### config.mk
export PLATFORM = sky130hd
export DESIGN_NAME = lcg48_random_bounded_unit_flat
export DESIGN_NICKNAME = d
export VERILOG_FILES = /design/src/lcg48_pkg.sv /design/src/lcg48_stream_if.sv /design/src/lcg48_mul.sv /design/src/lcg48_div.sv /design/src/lcg48_random_bounded_unit.sv /design/src/flat_wrapper.sv
export SDC_FILE = /design/constraint.sdc
export NUM_CORES = 2
export LEC_CHECK = 0
export BUFFER_PORTS_ARGS = -buffer_cell sky130_fd_sc_hd__buf_2
export CAP_MARGIN = 40
export CORE_MARGIN = 2
export CORE_UTILIZATION = 58
export DETAILED_ROUTE_END_ITERATION = 6
export GPL_ROUTABILITY_DRIVEN = 0
export HOLD_SLACK_MARGIN = 0.08
export PLACE_DENSITY = 0.71
export SLEW_MARGIN = 20
export SYNTH_ARGS = -nofsm -noshare
export SYNTH_HDL_FRONTEND = slang
export SYNTH_SLANG_ARGS = --single-unit
### constraint.sdc
create_clock -name clk -period 17.76 [get_ports clk]
set_input_delay 5.328 -clock clk [delete_from_list [all_inputs] [get_ports clk]]
set_output_delay 5.328 -clock clk [all_outputs]
set_load 0.005 [all_outputs]
### src/lcg48_pkg.sv
// Shared constants, beat types and state encodings of the 48-bit LCG unit.
// Used by the multiply and divide units and the top level.
package lcg48_pkg;

	localparam int LCG_W = 48;
	localparam int DRAW_W = 31;
	localparam int VALUE_W = 32;
	localparam int DIGIT_W = 12;
	localparam int DIGITS = 3;

	localparam logic [DIGITS*DIGIT_W-1:0] LCG_MULT = 36'h5_DEEC_E66D;
	localparam logic [LCG_W-1:0] LCG_ADD = 48'hB;
	localparam logic [LCG_W-1:0] LCG_MASK = 48'hFFFF_FFFF_FFFF;

	typedef enum logic [1:0] {
		KIND_RESEED  = 2'd0,
		KIND_BITS    = 2'd1,
		KIND_BOUNDED = 2'd2,
		KIND_NONE    = 2'd3
	} kind_t;

	typedef struct packed {
		logic [1:0]  kind;
		logic [47:0] seed_value;
		logic [5:0]  bit_count;
		logic [30:0] bound;
	} in_beat_t;

	typedef struct packed {
		logic signed [31:0] value;
	} out_beat_t;

	typedef struct packed {
		logic start;
	} unit_ctl_t;

	typedef struct packed {
		logic busy;
		logic done;
	} unit_stat_t;

	typedef enum logic [2:0] {
		ST_IDLE,
		ST_ADV,
		ST_DIV,
		ST_OUT
	} state_t;

endpackage

### src/lcg48_stream_if.sv
// Valid/ready stream channel that carries one beat of a given payload type.
// The payload types come from lcg48_pkg.
interface lcg48_stream_if #(parameter type payload_t = logic);

	logic     valid;
	logic     ready;
	payload_t payload;

	modport source(output valid, output payload, input ready);
	modport sink(input valid, input payload, output ready);

endinterface

### src/lcg48_mul.sv
// Iterative seed advance: seed * multiplier + addend mod 2^48, one 12-bit
// multiplier digit per cycle. Depends on lcg48_pkg.
module lcg48_mul (
	input  logic                             clk,
	input  logic                             arst_n,
	input  lcg48_pkg::unit_ctl_t             ctl,
	input  logic [lcg48_pkg::LCG_W-1:0]      seed_in,
	output lcg48_pkg::unit_stat_t            stat,
	output logic [lcg48_pkg::LCG_W-1:0]      seed_out
);

	logic [lcg48_pkg::LCG_W-1:0]   seed_q;
	logic [lcg48_pkg::LCG_W-1:0]   acc_q;
	logic [1:0]                    step_q;
	logic                          busy_q;
	logic                          done_q;
	logic [lcg48_pkg::DIGIT_W-1:0] digit;
	logic [lcg48_pkg::LCG_W-1:0]   prod;
	logic [lcg48_pkg::LCG_W-1:0]   partial;
	logic [lcg48_pkg::LCG_W-1:0]   acc_next;
	logic                          last;

	always_comb begin
		digit = lcg48_pkg::LCG_MULT[lcg48_pkg::DIGIT_W*step_q +: lcg48_pkg::DIGIT_W];
		prod = lcg48_pkg::LCG_W'(seed_q * lcg48_pkg::LCG_W'(digit));
		partial = prod << (lcg48_pkg::DIGIT_W * step_q);
		last = (step_q == 2'(lcg48_pkg::DIGITS - 1));
		acc_next = acc_q + partial + (last ? lcg48_pkg::LCG_ADD : '0);
	end

	always_ff @(posedge clk or negedge arst_n) begin
		if (!arst_n) begin
			busy_q <= 1'b0;
			done_q <= 1'b0;
			step_q <= '0;
		end else begin
			done_q <= busy_q && last;
			if (ctl.start) begin
				busy_q <= 1'b1;
				step_q <= '0;
			end else if (busy_q) begin
				step_q <= step_q + 2'd1;
				if (last) begin
					busy_q <= 1'b0;
				end
			end
		end
	end

	always_ff @(posedge clk) begin
		if (ctl.start) begin
			seed_q <= seed_in;
			acc_q <= '0;
		end else if (busy_q) begin
			acc_q <= acc_next;
		end
	end

	assign stat.busy = busy_q;
	assign stat.done = done_q;
	assign seed_out = acc_q;

endmodule

### src/lcg48_div.sv
// Restoring divider that yields the remainder of a 31-bit draw by a 31-bit
// bound, one quotient bit per cycle. Depends on lcg48_pkg.
module lcg48_div (
	input  logic                           clk,
	input  logic                           arst_n,
	input  lcg48_pkg::unit_ctl_t           ctl,
	input  logic [lcg48_pkg::DRAW_W-1:0]   dividend,
	input  logic [lcg48_pkg::DRAW_W-1:0]   divisor,
	output lcg48_pkg::unit_stat_t          stat,
	output logic [lcg48_pkg::DRAW_W-1:0]   remainder
);

	logic [lcg48_pkg::DRAW_W-1:0] rem_q;
	logic [lcg48_pkg::DRAW_W-1:0] dvd_q;
	logic [lcg48_pkg::DRAW_W-1:0] dvs_q;
	logic [4:0]                   cnt_q;
	logic                         busy_q;
	logic                         done_q;
	logic [lcg48_pkg::DRAW_W:0]   trial;
	logic [lcg48_pkg::DRAW_W:0]   diff;
	logic                         fits;
	logic                         last;

	always_comb begin
		trial = {rem_q, dvd_q[lcg48_pkg::DRAW_W-1]};
		diff = trial - {1'b0, dvs_q};
		fits = (trial >= {1'b0, dvs_q});
		last = (cnt_q == 5'(lcg48_pkg::DRAW_W - 1));
	end

	always_ff @(posedge clk or negedge arst_n) begin
		if (!arst_n) begin
			busy_q <= 1'b0;
			done_q <= 1'b0;
			cnt_q <= '0;
		end else begin
			done_q <= busy_q && last;
			if (ctl.start) begin
				busy_q <= 1'b1;
				cnt_q <= '0;
			end else if (busy_q) begin
				cnt_q <= cnt_q + 5'd1;
				if (last) begin
					busy_q <= 1'b0;
				end
			end
		end
	end

	always_ff @(posedge clk) begin
		if (ctl.start) begin
			rem_q <= '0;
			dvd_q <= dividend;
			dvs_q <= divisor;
		end else if (busy_q) begin
			rem_q <= fits ? diff[lcg48_pkg::DRAW_W-1:0] : trial[lcg48_pkg::DRAW_W-1:0];
			dvd_q <= {dvd_q[lcg48_pkg::DRAW_W-2:0], 1'b0};
		end
	end

	assign stat.busy = busy_q;
	assign stat.done = done_q;
	assign remainder = rem_q;

endmodule

### src/lcg48_random_bounded_unit.sv
// 48-bit linear congruential generator with top-bits and bounded draws.
// Depends on lcg48_pkg, lcg48_stream_if, lcg48_mul and lcg48_div.
//
// One beat is taken at a time. A reseed beat finishes in the cycle it is
// taken and gives no result; an unused kind is dropped the same way. Every
// seed advance runs through the digit-serial multiplier: three digit steps
// and a hand-off. A bits draw or a power-of-two (or zero) bounded draw
// then goes from the hand-off through the value register to the output
// register, and the unit is ready for the next beat in the cycle that its
// result is offered. Any other bound adds the remainder divider (31 steps and
// a hand-off) to each attempt; a draw accepted on its first attempt goes
// through the multiplier, the divider and the output register in that order,
// and a rejected draw repeats the whole attempt. A finished result waits in
// the output register while the next beat is taken; a new result is held back until that one is taken.
module lcg48_random_bounded_unit (
	input  logic             clk,
	input  logic             arst_n,
	lcg48_stream_if.sink     item,
	lcg48_stream_if.source   result
);

	lcg48_pkg::state_t      state_q, state_d;
	lcg48_pkg::unit_ctl_t   mul_ctl, div_ctl;
	lcg48_pkg::unit_stat_t  mul_stat, div_stat;

	logic [lcg48_pkg::LCG_W-1:0]   seed_q;
	logic [lcg48_pkg::LCG_W-1:0]   mul_seed;
	logic [1:0]                    kind_q;
	logic [5:0]                    bit_count_q;
	logic [lcg48_pkg::DRAW_W-1:0]  bound_q;
	logic [lcg48_pkg::DRAW_W-1:0]  draw_q;
	logic [lcg48_pkg::DRAW_W-1:0]  rem;
	logic [lcg48_pkg::VALUE_W-1:0] value_q;
	logic [lcg48_pkg::VALUE_W-1:0] out_q;
	logic                          out_valid_q;

	logic                          accept;
	logic [lcg48_pkg::DRAW_W-1:0]  draw;
	logic [5:0]                    n_bits;
	logic [5:0]                    shamt;
	logic [lcg48_pkg::LCG_W-1:0]   shifted;
	logic [lcg48_pkg::VALUE_W-1:0] bits_val;
	logic [lcg48_pkg::VALUE_W-1:0] bound32;
	logic                          pow2;
	logic [2*lcg48_pkg::DRAW_W-1:0] scaled;
	logic [lcg48_pkg::VALUE_W-1:0] test;
	logic                          reject;
	logic                          out_load;

	lcg48_mul u_mul (
		.clk      (clk),
		.arst_n   (arst_n),
		.ctl      (mul_ctl),
		.seed_in  (seed_q),
		.stat     (mul_stat),
		.seed_out (mul_seed)
	);

	lcg48_div u_div (
		.clk       (clk),
		.arst_n    (arst_n),
		.ctl       (div_ctl),
		.dividend  (draw),
		.divisor   (bound_q),
		.stat      (div_stat),
		.remainder (rem)
	);

	always_comb begin
		accept = item.valid && item.ready;
		draw = mul_seed[lcg48_pkg::LCG_W-1 -: lcg48_pkg::DRAW_W];
		n_bits = (bit_count_q > 6'(lcg48_pkg::VALUE_W)) ? 6'(lcg48_pkg::VALUE_W) : bit_count_q;
		shamt = 6'(lcg48_pkg::LCG_W) - n_bits;
		shifted = mul_seed >> shamt;
		bits_val = (n_bits == '0) ? '0 : shifted[lcg48_pkg::VALUE_W-1:0];
		bound32 = {1'b0, bound_q};
		pow2 = ((bound32 & (~bound32 + 32'd1)) == bound32);
		scaled = {{lcg48_pkg::DRAW_W{1'b0}}, bound_q} * {{lcg48_pkg::DRAW_W{1'b0}}, draw};
		test = {1'b0, draw_q} - {1'b0, rem} + bound32 - 32'd1;
		reject = test[lcg48_pkg::VALUE_W-1];
		out_load = (state_q == lcg48_pkg::ST_OUT) && (!out_valid_q || result.ready);
	end

	always_comb begin
		state_d = state_q;
		case (state_q)
			lcg48_pkg::ST_IDLE: begin
				if (accept && (item.payload.kind == lcg48_pkg::KIND_BITS ||
						item.payload.kind == lcg48_pkg::KIND_BOUNDED)) begin
					state_d = lcg48_pkg::ST_ADV;
				end
			end
			lcg48_pkg::ST_ADV: begin
				if (mul_stat.done) begin
					if (kind_q == lcg48_pkg::KIND_BOUNDED && !pow2) begin
						state_d = lcg48_pkg::ST_DIV;
					end else begin
						state_d = lcg48_pkg::ST_OUT;
					end
				end
			end
			lcg48_pkg::ST_DIV: begin
				if (div_stat.done) begin
					state_d = reject ? lcg48_pkg::ST_ADV : lcg48_pkg::ST_OUT;
				end
			end
			lcg48_pkg::ST_OUT: begin
				if (out_load) begin
					state_d = lcg48_pkg::ST_IDLE;
				end
			end
			default: state_d = lcg48_pkg::ST_IDLE;
		endcase
	end

	always_comb begin
		item.ready = (state_q == lcg48_pkg::ST_IDLE);
		mul_ctl.start = 1'b0;
		div_ctl.start = 1'b0;
		case (state_q)
			lcg48_pkg::ST_IDLE: begin
				mul_ctl.start = accept && (item.payload.kind == lcg48_pkg::KIND_BITS ||
					item.payload.kind == lcg48_pkg::KIND_BOUNDED);
			end
			lcg48_pkg::ST_ADV: begin
				div_ctl.start = mul_stat.done && kind_q == lcg48_pkg::KIND_BOUNDED && !pow2;
			end
			lcg48_pkg::ST_DIV: begin
				mul_ctl.start = div_stat.done && reject;
			end
			default: begin
				mul_ctl.start = 1'b0;
			end
		endcase
	end

	always_ff @(posedge clk or negedge arst_n) begin
		if (!arst_n) begin
			state_q <= lcg48_pkg::ST_IDLE;
			seed_q <= '0;
			out_valid_q <= 1'b0;
		end else begin
			state_q <= state_d;
			if (accept && item.payload.kind == lcg48_pkg::KIND_RESEED) begin
				seed_q <= (item.payload.seed_value ^ lcg48_pkg::LCG_W'(lcg48_pkg::LCG_MULT)) &
					lcg48_pkg::LCG_MASK;
			end else if (state_q == lcg48_pkg::ST_ADV && mul_stat.done) begin
				seed_q <= mul_seed;
			end
			if (out_load) begin
				out_valid_q <= 1'b1;
			end else if (result.ready) begin
				out_valid_q <= 1'b0;
			end
		end
	end

	always_ff @(posedge clk) begin
		if (accept) begin
			kind_q <= item.payload.kind;
			bit_count_q <= item.payload.bit_count;
			bound_q <= item.payload.bound;
		end
		if (state_q == lcg48_pkg::ST_ADV && mul_stat.done) begin
			draw_q <= draw;
			if (kind_q == lcg48_pkg::KIND_BITS) begin
				value_q <= bits_val;
			end else begin
				value_q <= lcg48_pkg::VALUE_W'(scaled[2*lcg48_pkg::DRAW_W-1:lcg48_pkg::DRAW_W]);
			end
		end else if (state_q == lcg48_pkg::ST_DIV && div_stat.done) begin
			value_q <= {1'b0, rem};
		end
		if (out_load) begin
			out_q <= value_q;
		end
	end

	assign result.valid = out_valid_q;
	assign result.payload.value = $signed(out_q);

`ifndef SYNTHESIS
	a_mul_start_state: assert property (@(posedge clk) disable iff (!arst_n)
		mul_ctl.start |-> (state_q == lcg48_pkg::ST_IDLE || state_q == lcg48_pkg::ST_DIV))
		else $error("seed advance started outside idle or divide");
	a_mul_busy_state: assert property (@(posedge clk) disable iff (!arst_n)
		mul_stat.busy |-> state_q == lcg48_pkg::ST_ADV)
		else $error("multiplier busy while sequencer is not waiting on it");
	a_div_busy_state: assert property (@(posedge clk) disable iff (!arst_n)
		(div_stat.busy || div_stat.done) |-> state_q == lcg48_pkg::ST_DIV)
		else $error("divider active while sequencer is not waiting on it");
	a_bounded_range: assert property (@(posedge clk) disable iff (!arst_n)
		(state_q == lcg48_pkg::ST_OUT && kind_q == lcg48_pkg::KIND_BOUNDED && bound_q != '0)
		|-> value_q < {1'b0, bound_q})
		else $error("bounded draw not below its bound");
`endif

endmodule

### src/flat_wrapper.sv
// flat-port wrapper written by rule: the top's interface ports become plain ports
module lcg48_random_bounded_unit_flat 
  (clk, arst_n, item_valid, item_payload, item_ready, result_valid, result_payload, result_ready);
  lcg48_stream_if #(.payload_t(lcg48_pkg::in_beat_t)) item_i ();
  lcg48_stream_if #(.payload_t(lcg48_pkg::out_beat_t)) result_i ();
  input  logic clk;
  input  logic arst_n;
  input wire logic [$bits(item_i.valid)-1:0] item_valid;
  input wire logic [$bits(item_i.payload)-1:0] item_payload;
  output wire logic [$bits(item_i.ready)-1:0] item_ready;
  output wire logic [$bits(result_i.valid)-1:0] result_valid;
  output wire logic [$bits(result_i.payload)-1:0] result_payload;
  input wire logic [$bits(result_i.ready)-1:0] result_ready;
  assign item_i.valid = item_valid;
  assign item_i.payload = item_payload;
  assign item_ready = item_i.ready;
  assign result_valid = result_i.valid;
  assign result_payload = result_i.payload;
  assign result_i.ready = result_ready;
  lcg48_random_bounded_unit u_core (.clk(clk), .arst_n(arst_n), .item(item_i), .result(result_i));
endmodule
==> impl_metrics.sql <==
INSERT INTO impl_metrics (metric_group, metric, value, unit) VALUES
('status', 'outcome', 'complete, no violations', ''),
('synth', 'ys.flop_type', 'edfxtp_1', ''),
('sta', 'totalNegativeSetupSlack', '0', 'ns'),
('place', 'io_buffer_count', '124', ''),
('sta', 'final-setup-viol-count', '0', ''),
('floorplanning', 'placeableCoreArea', '117000', 'um2'),
('worst_setup_path', 'worst_path_max_delay_cell', 'inv_2', ''),
('synth', 'yosys_warnings', '0', ''),
('global_route', 'grt_start_max_net_pins', '71', ''),
('detailed_routing', 'detail_route.wl_per_cell', '22.4', 'um'),
('sta', 'clock_skew', '0.0515', 'ns'),
('worst_setup_path', 'arrival', '11.59', 'ns'),
('place', 'post-dp-hpwl', '150000', 'um'),
('synth', 'synth_edf_count', '244', ''),
('detailed_routing', 'vias', '52100', ''),
('synth', 'synth_nets', '9254', ''),
('final_layout', 'post_route_cells_drive_above_1_share', '5.88', '%'),
('synth', 'yosys_cell_types', '91', ''),
('global_route', 'gr_util_met2', '53.2', '%'),
('sta', 'worst_pin_slew', '0.880', 'ns'),
('place', 'dp.cells', '8765', ''),
('worst_setup_path', 'critical_path_required', '18.33', 'ns'),
('worst_hold_path', 'worst_hold_path_type', 'register to register', ''),
('worst_setup_path', 'max_stage_delay', '0.54', 'ns'),
('synth', 'synth_top_family_by_area', 'adder cells', ''),
('final_layout', 'layout-area-overhead-vs-synth', '5.28', '%'),
('detailed_routing', 'drt_first_iter_violations', '4277', ''),
('sta', 'final.period_utilization', '62.0', '%'),
('synth', 'synth_compound_area_share', '8.36', '%'),
('global_route', 'grt_util_all_layers', '33.6', '%'),
('clock_network', 'deepest_clock_path_buffer_count', '3', ''),
('final_layout', 'number_of_non_filler_instances_in_the_completed_layout', '8856', ''),
('clock_network', 'clock_tree_from_tritoncts', 'yes', ''),
('final_layout', 'layout_commonest_cell', 'inv_1', ''),
('synth', 'synth_simple_gate_area_share', '13.5', '%'),
('floorplanning', 'die_y', '347', 'um'),
('final_layout', 'nNetsFinal', '9126', ''),
('floorplanning', 'floorplan.die_area', '121000', 'um2'),
('clock_network', 'cts_buffers', '46', ''),
('global_route', 'global_route_wire_length_before_repair', '312000', 'um'),
('flow_run', 'maxCapViolations', '0', ''),
('sta', 'hold_violations', '0', ''),
('global_route', 'globalRoute.busiestLayer', 'met2', ''),
('sta', 'time_the_final_worst_path_needs_with_i_o_delays_and_setup', '11.01', 'ns'),
('global_route', 'grt_pass1_vias', '54400', ''),
('clock_network', 'cts.reportedPaths.clkPinSlew', '0.07', 'ns'),
('clock_network', 'postCtsSetupBuffers', '0', ''),
('sta', 'fmax', '90.8', 'MHz'),
('synth', 'netlist_instances', '7418', ''),
('clock_network', 'cts_hold_buffers', '0', ''),
('detailed_routing', 'dr.pass1.iters', '5', ''),
('worst_setup_path', 'criticalPathCategory', 'register to register', ''),
('synth', 'synthesized_area_fraction_occupied_by_xor_and_xnor_cells', '2.39', '%'),
('clock_network', 'post_cts_resized', '0', ''),
('worst_setup_path', 'critPathMaxFanout', '43', ''),
('final_layout', 'layout.cells.most_common_list', '1535 x inv_1, 1251 x fa_1, 1078 x nand2_1', ''),
('worst_setup_path', 'crit_path_start_kind', 'register', ''),
('sta', 'finalMaxSlewViolations', '0', ''),
('floorplanning', 'placementRows', '125', ''),
('synth', 'synth.mux.area_fraction', '4.02', '%'),
('synth', 'synth_seq_cells', '385', ''),
('clock_network', 'cts_htree_levels', '2', ''),
('detailed_routing', 'antenna_viol_nets_final', '0', ''),
('clock_network', 'cts.sinks', '385', ''),
('floorplanning', 'ios', '125', ''),
('detailed_routing', 'drt-total-wl', '199000', 'um'),
('detailed_routing', 'route.detailed.drc', '0', ''),
('floorplanning', 'dieWidth', '347', 'um'),
('global_route', 'grtUsageMet3', '6.80', '%'),
('worst_setup_path', 'setup.worst_path.end_class', 'register', ''),
('detailed_routing', 'post_drt_via_cell_ratio', '5.89', ''),
('global_route', 'antenna_found_initial', '3', ''),
('synth', 'share_of_synthesized_area_occupied_by_flip_flops_and_latches', '15.3', '%'),
('floorplanning', 'initial_core_util', '58.7', '%'),
('synth', 'synth_fa_ha_area_share', '45.7', '%'),
('synth', 'synth.avg_cell_area', '9.22', 'um2'),
('synth', 'async_reset_ff_share', '16.1', '%'),
('synth', 'synth.cell_area', '68400', 'um2'),
('global_route', 'grt-ovfl-total', '0', ''),
('clock_network', 'cts-root-buf', 'clkbuf_16', ''),
('clock_network', 'clkLatencyLatePin', '0.65', 'ns'),
('sta', 'grt_setup_unrepaired', 'no', ''),
('global_route', 'grt_util_met1', '43.4', '%'),
('sta', 'timing.slew.headroom', '40.9', '%');
[kinds of logic after synthesis]
family / after synthesis
fa+ha+maj: 1751
flops: 385
mux: 255
simple gates: 2030
xor+xnor: 185
buf+inv: 1947
compound gates: 865
[cells in the mapped netlist (all sizes together), types with 6 or more instances]
| cell type | n | share of area (%) |
|---|---|---|
| a211oi | 90 | 0.99 |
| nor3 | 33 | 0.24 |
| clkbuf | 378 | 2.1 |
| nor3b | 6 | 0.073 |
| buf | 31 | 0.22 |
| maj3 | 6 | 0.090 |
| xor2 | 58 | 0.74 |
| or2 | 11 | 0.10 |
| nand2 | 1079 | 5.9 |
| a21o | 110 | 1.2 |
| or3 | 9 | 0.090 |
| a31oi | 20 | 0.21 |
| fa | 1251 | 37 |
| a2111oi | 9 | 0.12 |
| mux2i | 212 | 3.1 |
| o31a | 8 | 0.10 |
| xnor2 | 126 | 1.6 |
| and2 | 326 | 3.0 |
| o22ai | 15 | 0.14 |
| a221o | 29 | 0.42 |
| ha | 494 | 9.0 |
| o21ai | 157 | 1.2 |
| nand3 | 46 | 0.34 |
| o21a | 26 | 0.29 |
| a21boi | 6 | 0.066 |
| a22oi | 32 | 0.35 |
| dfxtp | 79 | 2.3 |
| inv | 1538 | 8.4 |
| and3 | 21 | 0.19 |
| dfrtp | 62 | 2.3 |
| a211o | 8 | 0.10 |
| nor2 | 309 | 1.7 |
| nor2b | 90 | 0.82 |
| edfxtp | 244 | 11 |
| o211ai | 17 | 0.19 |
| mux2 | 40 | 0.82 |
| o221ai | 9 | 0.12 |
| a21oi | 236 | 1.7 |
| o31ai | 13 | 0.14 |
| nand2b | 51 | 0.48 |
| nand4 | 33 | 0.30 |
| o21bai | 37 | 0.41 |
| nor4 | 9 | 0.13 |
[state kept, by name (all words and copies together) (netlist names), 2 cells and up]
name / cells
u_core.u_div.dvd_q: 31
u_core.seed_q: 48
u_core.bit_count_q: 6
u_core.kind_q: 2
u_core.draw_q: 31
u_core.u_mul.seed_q: 48
u_core.u_div.cnt_q: 5
u_core.u_div.dvs_q: 31
u_core.bound_q: 31
u_core.value_q: 32
u_core.u_mul.step_q: 2
u_core.u_mul.seed_out: 48
u_core.u_div.remainder: 31
u_core.state_q: 2
u_core.result.payload: 32
[through the flow]
stage	setup WS, ns	cell area (um2)	hold slack (ns)	util, %
after CTS	6.93	72000	0.389	61.8
final	6.75	72000	0.398	61.8
after floorplan	6.92	68400	0.400	-
after global placement	7.07	70300	0.403	60.3
after global routing	6.19	72000	0.400	61.8
after detailed placement	7.02	70400	0.405	60.4
[layer usage]
| metal | routed length (um) | part of all wire, % |
|---|---|---|
| met5 | 0 | 0 |
| met4 | 13500 | 6.8 |
| met3 | 19500 | 9.8 |
| met2 | 91000 | 46 |
| met1 | 74700 | 38 |
[worst max-delay path: cells and delay by family (launching register included)]
family / cells / cell delay [ns]
AOI/OAI and AO/OA: 16 / 3.18
xor gates and xnor gates: 3 / 0.52
adders and majority gates: 9 / 3.88
buffers and inverters: 6 / 1.23
DFF: 1 / 0.41
muxes: 1 / 0.25
and+or+nand+nor: 6 / 1.40
[final cells by class]
cell class | instances | area, um2
timing repair buffer | 233 | 1500
inverter | 1538 | 5780
clock buffer | 61 | 1320
fill | 9823 | 44500
tap | 1524 | 1910
sequential | 385 | 10500
antenna | 4 | 10.0
multi-input combinational | 5086 | 50700
clock inverter | 25 | 315
[final timing paths]
check	from	end	slack, ns	cells after the start
min in group asynchronous	arst_n	u_core.result.valid	4.50	1
worst max register to register	u_core.u_mul.step_q[0]	u_core.u_mul.seed_out[47]	6.75	41
worst max-delay path	u_core.u_mul.step_q[0]	u_core.u_mul.seed_out[47]	6.75	41
worst min-delay path	u_core.value_q[19]	u_core.result.payload[19]	0.40	0
max in group asynchronous	arst_n	u_core.seed_q[43]	12.37	3
worst min register to register	u_core.value_q[19]	u_core.result.payload[19]	0.40	0
Power is left out: the tool's default activity adds up to more than one toggle a clock period on the data nets, which glitch-free logic cannot reach.
